`config.mk`:
```
export PLATFORM = sky130hd
export DESIGN_NAME = link_contention_probe_fsm_core
export DESIGN_NICKNAME = d
export VERILOG_FILES = /design/src/rtl/lcp_pkg.sv /design/src/rtl/lcp_step.sv /design/src/rtl/link_contention_probe_fsm_core.sv
export SDC_FILE = /design/constraint.sdc
export NUM_CORES = 1
export LEC_CHECK = 0
export CORE_ASPECT_RATIO = 0.7
export CORE_MARGIN = 3
export CORE_UTILIZATION = 50
export DETAILED_ROUTE_END_ITERATION = 7
export DONT_BUFFER_PORTS = 1
export PLACE_DENSITY = 0.75
export REMOVE_ABC_BUFFERS = 1
export SYNTH_ARGS = -nofsm -noshare
export SYNTH_HDL_FRONTEND = slang
export SYNTH_SLANG_ARGS = --single-unit
```
`constraint.sdc`:
```
create_clock -name clk -period 5.52 [get_ports clk]
set_input_delay 1.104 -clock clk [delete_from_list [all_inputs] [get_ports clk]]
set_output_delay 1.104 -clock clk [all_outputs]
set_load 0.05 [all_outputs]
```
`src/rtl/lcp_pkg.sv`:
```
package lcp_pkg;

  // operation codes of an input item
  localparam logic [2:0] OP_CONNECT = 3'd0;
  localparam logic [2:0] OP_SAMPLE  = 3'd1;
  localparam logic [2:0] OP_PHASE   = 3'd2;
  localparam logic [2:0] OP_FAULT   = 3'd3;
  localparam logic [2:0] OP_TICK    = 3'd4;
  localparam logic [2:0] OP_ABORT   = 3'd5;

  // configuration register indexes
  localparam logic [1:0] CFG_GAP_LIMIT      = 2'd0;
  localparam logic [1:0] CFG_CONFIRM        = 2'd1;
  localparam logic [1:0] CFG_DURATION       = 2'd2;
  localparam logic [1:0] CFG_PROBE_DISABLED = 2'd3;

  localparam int unsigned CFG_DATA_W = 20;

  localparam logic [15:0] GAP_LIMIT_RST = 16'd1000;
  localparam logic [7:0]  CONFIRM_RST   = 8'd10;
  localparam logic [19:0] DURATION_RST  = 20'd10000;

  localparam logic [7:0]  RUN_MAX   = 8'hFF;
  localparam logic [15:0] FAULT_MAX = 16'hFFFF;

  typedef enum logic [2:0] {
    MODE_IDLE       = 3'd0,
    MODE_CONFIRMING = 3'd1,
    MODE_ARMED      = 3'd2,
    MODE_PROBING    = 3'd3,
    MODE_DONE       = 3'd4
  } mode_t;

  typedef enum logic [2:0] {
    REASON_SCALE_GONE   = 3'd0,
    REASON_SHOT_STARTED = 3'd1,
    REASON_PROVOKED     = 3'd2,
    REASON_LINK_DOWN    = 3'd3,
    REASON_LEFT_IDLE    = 3'd4,
    REASON_TIMEOUT      = 3'd5,
    REASON_ABORT        = 3'd6
  } reason_t;

  typedef struct packed {
    logic [2:0]  operation;
    logic [31:0] now_ms;
    logic        scale_connected;
    logic        machine_idle;
    logic        host_link_up;
    logic        backoff_latched;
  } in_item_t;

  typedef struct packed {
    mode_t       mode;
    logic        probe_started;
    logic        probe_ended;
    reason_t     end_reason;
    logic        provoked;
    logic [15:0] faults_in_window;
    logic        issue_burst;
  } out_item_t;

  typedef struct packed {
    logic [15:0] gap_limit_ms;
    logic [7:0]  confirm_samples;
    logic [19:0] probe_duration_ms;
    logic        probe_disabled;
  } cfg_t;

  typedef struct packed {
    mode_t       mode;
    logic [7:0]  sample_run;
    logic [31:0] last_sample_ms;
    logic [31:0] window_start_ms;
    logic [15:0] fault_count;
    logic        latched_at_start;
  } state_t;

endpackage

```
`src/rtl/lcp_step.sv`:
```
module lcp_step (
  input  lcp_pkg::in_item_t  item,
  input  lcp_pkg::state_t    st,
  input  lcp_pkg::cfg_t      cfg,
  output lcp_pkg::state_t    st_next,
  output lcp_pkg::out_item_t res
);

  logic [31:0] gap;
  logic        gap_over;
  logic [7:0]  run_inc;
  logic [31:0] elapsed;
  logic        timed_out;
  logic        provoke;
  logic        dur_zero;
  logic        do_start;

  // gap to the previous sample, zero when no sample was seen yet
  assign gap       = (|st.last_sample_ms) ? (item.now_ms - st.last_sample_ms) : 32'd0;
  assign gap_over  = gap > {16'd0, cfg.gap_limit_ms};
  assign run_inc   = (st.sample_run != lcp_pkg::RUN_MAX) ? (st.sample_run + 8'd1)
                                                          : st.sample_run;
  assign elapsed   = item.now_ms - st.window_start_ms;
  assign timed_out = elapsed >= {12'd0, cfg.probe_duration_ms};
  assign provoke   = item.backoff_latched && !st.latched_at_start;
  assign dur_zero  = ~|cfg.probe_duration_ms;

  always_comb begin
    st_next  = st;
    res      = '0;
    do_start = 1'b0;
    case (item.operation)
      lcp_pkg::OP_CONNECT: begin
        if (item.scale_connected) begin
          if (st.mode == lcp_pkg::MODE_IDLE) begin
            st_next.mode           = lcp_pkg::MODE_CONFIRMING;
            st_next.sample_run     = '0;
            st_next.last_sample_ms = '0;
          end
        end else begin
          if (st.mode == lcp_pkg::MODE_PROBING) begin
            res.probe_ended = 1'b1;
            res.end_reason  = lcp_pkg::REASON_SCALE_GONE;
            res.provoked    = provoke;
          end
          st_next.mode           = lcp_pkg::MODE_IDLE;
          st_next.sample_run     = '0;
          st_next.last_sample_ms = '0;
        end
      end
      lcp_pkg::OP_SAMPLE: begin
        st_next.last_sample_ms = item.now_ms;
        if (st.mode == lcp_pkg::MODE_CONFIRMING) begin
          if (gap_over) begin
            st_next.sample_run = 8'd1;
          end else begin
            st_next.sample_run = run_inc;
            if (run_inc >= cfg.confirm_samples) begin
              st_next.mode = lcp_pkg::MODE_ARMED;
              do_start     = 1'b1;
            end
          end
        end
      end
      lcp_pkg::OP_PHASE: begin
        if (st.mode == lcp_pkg::MODE_PROBING && !item.machine_idle) begin
          st_next.mode    = lcp_pkg::MODE_DONE;
          res.probe_ended = 1'b1;
          res.end_reason  = lcp_pkg::REASON_SHOT_STARTED;
          res.provoked    = provoke;
        end else if (st.mode == lcp_pkg::MODE_ARMED && item.machine_idle) begin
          do_start = 1'b1;
        end
      end
      lcp_pkg::OP_FAULT: begin
        if (st.mode == lcp_pkg::MODE_PROBING && st.fault_count != lcp_pkg::FAULT_MAX) begin
          st_next.fault_count = st.fault_count + 16'd1;
        end
      end
      lcp_pkg::OP_TICK: begin
        if (st.mode == lcp_pkg::MODE_PROBING) begin
          if (provoke || !item.host_link_up || !item.machine_idle || timed_out) begin
            st_next.mode    = lcp_pkg::MODE_DONE;
            res.probe_ended = 1'b1;
            res.provoked    = provoke;
            if (provoke) begin
              res.end_reason = lcp_pkg::REASON_PROVOKED;
            end else if (!item.host_link_up) begin
              res.end_reason = lcp_pkg::REASON_LINK_DOWN;
            end else if (!item.machine_idle) begin
              res.end_reason = lcp_pkg::REASON_LEFT_IDLE;
            end else begin
              res.end_reason = lcp_pkg::REASON_TIMEOUT;
            end
          end else begin
            res.issue_burst = 1'b1;
          end
        end
      end
      lcp_pkg::OP_ABORT: begin
        if (st.mode == lcp_pkg::MODE_PROBING) begin
          st_next.mode    = lcp_pkg::MODE_DONE;
          res.probe_ended = 1'b1;
          res.end_reason  = lcp_pkg::REASON_ABORT;
          res.provoked    = provoke;
        end
      end
      default: begin
      end
    endcase

    // probe start with its immediate first tick; latch is clear here
    if (do_start && !cfg.probe_disabled && item.host_link_up && item.machine_idle) begin
      if (item.backoff_latched) begin
        st_next.mode = lcp_pkg::MODE_DONE;
      end else begin
        st_next.mode             = lcp_pkg::MODE_PROBING;
        st_next.latched_at_start = 1'b0;
        st_next.fault_count      = '0;
        st_next.window_start_ms  = item.now_ms;
        res.probe_started        = 1'b1;
        if (dur_zero) begin
          st_next.mode    = lcp_pkg::MODE_DONE;
          res.probe_ended = 1'b1;
          res.end_reason  = lcp_pkg::REASON_TIMEOUT;
        end else begin
          res.issue_burst = 1'b1;
        end
      end
    end

    res.mode             = st_next.mode;
    res.faults_in_window = st_next.fault_count;
  end

endmodule

```
`src/rtl/link_contention_probe_fsm_core.sv`:
```
// Link contention probe supervisor. Every input item (connect change, sample, phase change,
// link fault, tick or abort) produces exactly one result item with the mode after the event,
// start/end flags of the probe window, the end reason, the provoked flag, the saturating
// fault count and a read-burst request. Items are taken one per clock cycle while in_stall is low:
// each item lands in an input register, and one pass of compare/increment logic updates the
// supervisor state and fills the result register, from which the result is offered. A result
// stalled in the output register holds the next item in the input register, and the input
// stalls once both registers are full. Configuration registers are to be written through
// cfg_we/cfg_index/cfg_data by the user only while no item is in flight; the block itself
// does not enforce this.
module link_contention_probe_fsm_core (
  input  logic                               clk,
  input  logic                               rst,
  // input item channel
  input  logic                               in_valid,
  output logic                               in_stall,
  input  lcp_pkg::in_item_t                  in_item,
  // result item channel
  output logic                               out_valid,
  input  logic                               out_stall,
  output lcp_pkg::out_item_t                 out_item,
  // configuration write port
  input  logic                               cfg_we,
  input  logic [1:0]                         cfg_index,
  input  logic [lcp_pkg::CFG_DATA_W-1:0]     cfg_data
);

  lcp_pkg::cfg_t      cfg;
  lcp_pkg::state_t    st;
  lcp_pkg::state_t    st_next;
  lcp_pkg::in_item_t  s1_item;
  logic               s1_valid;
  logic               s1_advance;
  logic               s1_load;
  lcp_pkg::out_item_t res;

  // the held item moves on whenever the result register is empty or being drained
  assign s1_advance = s1_valid && (!out_valid || !out_stall);
  assign in_stall   = s1_valid && !s1_advance;
  assign s1_load    = in_valid && !in_stall;

  // configuration registers
  always_ff @(posedge clk) begin
    if (rst) begin
      cfg.gap_limit_ms      <= lcp_pkg::GAP_LIMIT_RST;
      cfg.confirm_samples   <= lcp_pkg::CONFIRM_RST;
      cfg.probe_duration_ms <= lcp_pkg::DURATION_RST;
      cfg.probe_disabled    <= 1'b0;
    end else if (cfg_we) begin
      case (cfg_index)
        lcp_pkg::CFG_GAP_LIMIT:      cfg.gap_limit_ms      <= cfg_data[15:0];
        lcp_pkg::CFG_CONFIRM:        cfg.confirm_samples   <= cfg_data[7:0];
        lcp_pkg::CFG_DURATION:       cfg.probe_duration_ms <= cfg_data[19:0];
        lcp_pkg::CFG_PROBE_DISABLED: cfg.probe_disabled    <= cfg_data[0];
        default: begin
        end
      endcase
    end
  end

  // input register
  always_ff @(posedge clk) begin
    if (rst) begin
      s1_valid <= 1'b0;
    end else if (s1_load) begin
      s1_valid <= 1'b1;
    end else if (s1_advance) begin
      s1_valid <= 1'b0;
    end
  end

  always_ff @(posedge clk) begin
    if (s1_load) begin
      s1_item <= in_item;
    end
  end

  // one event's state update and result
  lcp_step u_step (
    .item    (s1_item),
    .st      (st),
    .cfg     (cfg),
    .st_next (st_next),
    .res     (res)
  );

  // supervisor state, committed as the item leaves the input register
  always_ff @(posedge clk) begin
    if (rst) begin
      st.mode             <= lcp_pkg::MODE_IDLE;
      st.sample_run       <= '0;
      st.last_sample_ms   <= '0;
      st.window_start_ms  <= '0;
      st.fault_count      <= '0;
      st.latched_at_start <= 1'b0;
    end else if (s1_advance) begin
      st <= st_next;
    end
  end

  // result register
  always_ff @(posedge clk) begin
    if (rst) begin
      out_valid <= 1'b0;
    end else if (s1_advance) begin
      out_valid <= 1'b1;
    end else if (!out_stall) begin
      out_valid <= 1'b0;
    end
  end

  always_ff @(posedge clk) begin
    if (s1_advance) begin
      out_item <= res;
    end
  end

  // a window end leaves the block in done, or in idle when the scale went away
  a_end_is_done: assert property (@(posedge clk) disable iff (rst)
    out_valid && out_item.probe_ended |->
      (out_item.mode == lcp_pkg::MODE_DONE || out_item.mode == lcp_pkg::MODE_IDLE))
    else $error("probe end outside done or idle mode");

  // a burst request only while the window stays open
  a_burst_probing: assert property (@(posedge clk) disable iff (rst)
    out_valid && out_item.issue_burst |->
      out_item.mode == lcp_pkg::MODE_PROBING && !out_item.probe_ended)
    else $error("burst outside an open window");

  // provoked is reported only on a window end
  a_provoked_end: assert property (@(posedge clk) disable iff (rst)
    out_valid && out_item.provoked |-> out_item.probe_ended)
    else $error("provoked without window end");

  // state follows the mode of the last delivered item
  a_mode_match: assert property (@(posedge clk) disable iff (rst)
    s1_advance |=> out_item.mode == st.mode)
    else $error("result mode differs from state");

  // the input side never stalls while its register is free
  a_no_idle_stall: assert property (@(posedge clk) disable iff (rst)
    !s1_valid |-> !in_stall)
    else $error("stall with empty input register");

endmodule

```
# Word-level counts from Yosys, hierarchy flattened
# Cells that the tools add are included.
# op_classes
n_addsub,4
n_bitwise,1
eq_ne,16
mux,50
n_reduce_logical,34
order_cmp,3
# op_table
op,count
43-bit two-way mux,2
40-bit one-hot mux with 2 select lines,1
32-bit subtractor,2
5-bit two-way mux,7
17-bit two-way mux,2
3-bit two-way mux,11
32-bit by 20-bit >= comparator with 1-bit output,1
32-bit by 16-bit greater-than comparator with 1-bit output,1
16-bit two-way mux,2
32-bit two-way mux,1
32-bit OR reduction,1
5-bit one-hot mux with 4 select lines,1
20-bit OR reduction,1
16-bit by 1-bit adder with 16-bit output (second input constant),1
1-bit two-way mux,16
8-bit two-way mux,2
16-bit inequality test (second input constant),1
3-bit one-hot mux with 5 select lines,1
3-bit by 2-bit equality test with 1-bit output (second input constant),4
11-bit two-way mux,1
1-bit logical AND,9
8-bit by 1-bit adder with 8-bit output (second input constant),1
8-bit >= comparator,1
4-bit two-way mux,2
17 further kinds,36
# totals
out_inout_bits,28
regBits,203
inputBits,66

# Logic depth before layout (Yosys ltp)
# depth
depth_word,11
ltp_mapped,25

# Cells and area by module
# Synthesis repeated with hierarchy kept, for this count alone.
# hier_totals
cells_unflattened,1760
hier_area_um2,15302.2
# by_module_without_submodules
mod,n_inst,area_each_um2,cells_each
link_contention_probe_fsm_core,1,7998.9,656
lcp_step,1,7303.3,1104

# Worst setup path after synthesis
# No wires, ideal clock.
# synth_timing
path_kind,reg2reg
startpoint,reg s1_item[4] in the netlist's numbering
endpoint,"reg out_item[10] in the netlist's numbering, data pin"
setup_slack_ns,0.231
path_buffers,2
path_stages_with_launch,22
synth_period_minus_slack_ns,5.289
required_ns,5.263
t_arrival_ns,5.032
path_cell_list,edfxtp_1 inv_1 ha_1 inv_1 fa_1 a21o_1 a221o_1 a31oi_1 xor2_1 nor2_1 ha_1 and3_1 a221o_1 a221oi_1 a22oi_1 nand4b_1 or4_1 or4_4 o32ai_4 buf_2 buf_2 nor2_1
# synth_lines
element,line_no,rtl
start: declaration,link_contention_probe_fsm_core.sv:31,lcp_pkg::in_item_t s1_item;
start signal: assignment,link_contention_probe_fsm_core.sv:74,s1_item <= in_item;
end signal: assignment,link_contention_probe_fsm_core.sv:114,out_item <= res;
end: declaration,link_contention_probe_fsm_core.sv:21,"output lcp_pkg::out_item_t out_item,"

# Final worst setup path
# layout_timing
startpoint,reg s1_item[4] in the netlist's numbering
endpoint,reg st[30] (netlist name)
# layout_via
elab_chain_cells,10
# layout_lines
element,line_no,rtl
32-bit subtractor,lcp_step.sv:19,assign gap = (|st.last_sample_ms) ? (item.now_ms - st.last_sample_ms) : 32'd0;
32-bit two-way mux,lcp_step.sv:19,
32-bit by 16-bit greater-than comparator with 1-bit output,lcp_step.sv:20,"assign gap_over = gap > {16'd0, cfg.gap_limit_ms};"
1-bit two-way mux,lcp_step.sv:54,if (gap_over) begin
1-bit two-way mux,lcp_step.sv:53,if (st.mode == lcp_pkg::MODE_CONFIRMING) begin
1-bit one-hot mux with 2 select lines,lcp_step.sv:32,case (item.operation)
1-bit logical AND (3 in series),lcp_step.sv:113,if (do_start && !cfg.probe_disabled && item.host_link_up && item.machine_idle) begin
3-bit AND reduction (no line),--,
# No other way between the ends.
# A chain may end at the register's enable or synchronous reset.

==> reports/qor.csv <==
stage;metric;value;unit
yosys;asr flop ratio synth;0;
yosys;most numerous cell in the Yosys netlist;a21oi_1;
timing;fin worst setup slack;-0.108;ns
run_status;failing checks;setup timing;
yosys;synth top area cells;dfxtp_1 21%, edfxtp_1 15%, ha_1 10%;
hold_path;min-delay src;cfg[40]$_SDFFE_PP0P_;
clock_tree;Max Root-Sink Buffers;3;
hold_path;hold path depth;2;
worst_setup_path;R2R Path End;st[30]$_SDFFE_PP0P_;
clock_tree;Num CTS Buffers;22;
floorplan;I/O pins;94;
timing;RSZ-0062 raised after global routing;true;
routing;vias per inst;6.10;
worst_setup_path;WS Path Type;reg -> reg;
yosys;Post-Syn Area;0.0134;mm²
yosys;Seq/Total Area, Yosys;0.351;
routing;Total Wirelength;37200;µm
timing;Peak Freq;178;MHz
timing;Slew HR;0.297;
final_layout;P&R area growth vs syn;11.0;%
clock_tree;clk sink count;203;
worst_setup_path;required time of the worst setup path;5.99;ns
worst_setup_path;CP endpoint kind;flip-flop;
timing;Tcrit/Tclk final;1.02;
final_layout;Nets;1824;
routing;drt pass-1 iters;6;
power_and_ir_drop;Leak;5.69;nW
yosys;Cell variety after synth;77;
power_and_ir_drop;Peak VDD IR;280;µV
floorplan;Die Y;143;µm
run_status;status;finished, violations left;
timing;minimum clock period;5.63;ns
worst_setup_path;WP data arrival;6.09;ns
hold_path;Hold Crit Class;reg -> reg;
global_routing;first-pass GRT wire length;58300;µm
final_layout;diodes inserted;0;
place;pre-CTS setup slack;-0.103;ns
global_routing;total global-route track usage;0.245;
routing;Avg WL per Cell;18.4;µm
floorplan;Initial Util;0.516;
worst_setup_path;CP startpoint kind;flip-flop;
yosys;Post-synth EDFFs;65;
routing;total number of vias;12333;
place;port bufs;0;
clock_tree;Clock Pin Slew Worst Setup and Hold Paths;0.07;ns
yosys;ys flop type;dfxtp_1;
timing;final setup vio count;44;
yosys;Synth top cells by count;206 x a21oi_1, 174 x nand2_1, 164 x nor2_1;
power_and_ir_drop;total power;3.83;mW
clock_tree;CTS Hold Bufs;0;
global_routing;total gr overflow;0;
floorplan;Die W;202;µm
timing;Max Transition Viols Final;0;
yosys;largest area contributor in the netlist;dfxtp_1;
worst_setup_path;CP cell instances;inv_2, ha_4, inv_4, fa_2, a21o_1, a221o_1, and2_4, o21a_1, nor2_2, xor2_1, nor2_1, ha_2, a221o_1, a221oi_2, a22oi_2, nand4b_1, or4_4, or4_4, o32ai_4, and2_4, buf_12, buf_12, a21oi_2, nor2_1;
yosys;Yosys top cell area share;0.206;
timing;Final Hold Vio Count;0;
worst_setup_path;Buf/Inv on CP;4;
global_routing;vias in the first global route;11033;
place;DP Wirelength;27400;µm
yosys;Synth Area per Inst;8.08;µm²
clock_tree;clk_lat worst skew;0.54;ns
worst_setup_path;Slowest-stage cell, CP;or4_4;
clock_tree;clock root buffer;clkbuf_16;
hold_path;Hold EP;cfg[40]$_SDFFE_PP0P_;
worst_setup_path;CP delay by family, top;compound AO/OA/AOI/OAI gates;
clock_tree;CTS tree;done;
power_and_ir_drop;power per cell area;257;mW/mm²
final_layout;layout cells sized above 1;0.0847;
timing;skew final;0.0222;ns
place;RePlAce Congestion;0.970;
worst_setup_path;Register-to-Register Path Depth;24;
worst_setup_path;crit path max fanout;7;
yosys;#FFs+latches synth;203;
floorplan;die area;0.0289;mm²
timing;worst slew pin tran;1.06;ns
clock_tree;Max H-tree Level;1;
yosys;Mapped Cells;1662;
global_routing;largest net degree at the start of global routing;139;
global_routing;number of antenna violations at the first check in global routing;1;
routing;initial DRC count;1119;
worst_setup_path;worst reg-to-reg setup slack;-0.11;ns
yosys;synth warn;0;
routing;drt drc;0;
job;total of max-cap violations;0;
floorplan;floorplan row count;49;
routing;ANT nets after route;0;
worst_setup_path;CP peak stage delay;0.53;ns
worst_setup_path;Worst R2R Start;s1_item[4]$_DFFE_PP_;
floorplan;floorplan core area;0.0261;mm²
per-stage QoR:
stage / instances / hold WS (ns) / cell area [µm²] / utilization / setup TNS, ns
after floorplan: 1575 / 0.430 / 13100 / - / -35.09
after detailed placement: 1968 / 0.448 / 13900 / 0.532 / -2.48
after global placement: 1968 / 0.445 / 13900 / 0.532 / 0
final: 2021 / 0.460 / 14900 / 0.572 / -3.03
after CTS: 2009 / 0.456 / 14600 / 0.562 / 0
after global routing: 2021 / 0.479 / 14900 / 0.572 / -11.09
layer usage:
layer / global-route usage / wire (µm)
met5: 0 / 14
met4: 0.0668 / 851
met3: 0.0643 / 3300
met2: 0.354 / 15300
met1: 0.362 / 17800
cell usage in the layout (no fill, tap or decap), types with 14 or more instances in the layout:
cell       synthesis  layout
nand2_1          174     174
a21oi_1          206     192
a21o_1            32      32
inv_1            125     123
a211oi_1          15      14
nand2b_1          14      14
nor4_1            17      17
xor2_1            32      32
nor3_1            35      35
and3_1            18      17
nor2b_1           16      15
o21a_1            15      15
mux2i_1           16      16
buf_4              3      41
nor2_1           164     162
ha_1             108     104
edfxtp_1          65      65
clkbuf_16          0      25
a31oi_1           18      17
o21ai_0           48      47
nand4_1           36      36
xnor2_1           38      37
nand3_1           67      67
dfxtp_1          138     137
worst max path at each step:
stage	from	end	slack, ns	depth (start not counted)
after global routing	s1_item[4]$_DFFE_PP_	st[33]$_SDFFE_PP0P_	-0.26	24
after CTS	s1_item[4]$_DFFE_PP_	st[30]$_SDFFE_PP0P_	0.009	24
after floorplan	s1_item[4]$_DFFE_PP_	st[17]$_SDFFE_PP0P_	-1.01	21
final	s1_item[4]$_DFFE_PP_	st[30]$_SDFFE_PP0P_	-0.11	24
after global placement	s1_item[5]$_DFFE_PP_	st[89]$_SDFFE_PP0P_	0.06	20
after detailed placement	s1_item[4]$_DFFE_PP_	st[26]$_SDFFE_PP0P_	-0.10	22
sequential cells by signal, indices dropped and copies added, names as in the netlist:
| signal | cells |
|---|---|
| st | 91 |
| out_item | 26 |
| cfg | 45 |
| out_valid | 1 |
| s1_item | 39 |
| s1_valid | 1 |
area by class of cell:
cell class / count / area (µm²)
Clock buffer: 31 / 646
Sequential cell: 203 / 4720
Fill cell: 2313 / 11100
Inverter: 126 / 475
Tap cell: 357 / 447
Timing Repair Buffer: 49 / 452
Multi-Input combinational cell: 1246 / 8060
Clock inverter: 9 / 118
what timing repair did:
action                     CTS  global route
pin swaps                    3            43
setup endpoints to repair   33            68
gates cloned                 0             3
resized for setup            5            42
buffers inserted             1             9
cell families after synthesis:
logic type,count (synthesis),synth area share
AND/OR/NAND/NOR,600,0.212
AO/OA/AOI/OAI,449,0.213
buffers and inverters,213,0.0623
flip-flops,203,0.351
adder cells (fa/ha/maj),110,0.104
XOR/XNOR,70,0.0456
multiplexers,17,0.0128
worst register-to-register path: cells and delay by family, from the launching register on:
family / cells / cell delay (ns)
xor+xnor: 1 / 0.21
fa+ha+maj: 3 / 0.70
buf+inv: 4 / 0.43
compound gates: 8 / 1.92
flops: 1 / 0.40
simple gates: 8 / 1.91
where the power goes:
group,internal (mW),switching (mW)
Combinational,0.249,0.364
Clock,0.918,0.634
Sequential,1.59,0.0788
Power figures use the tool's default switching activity.
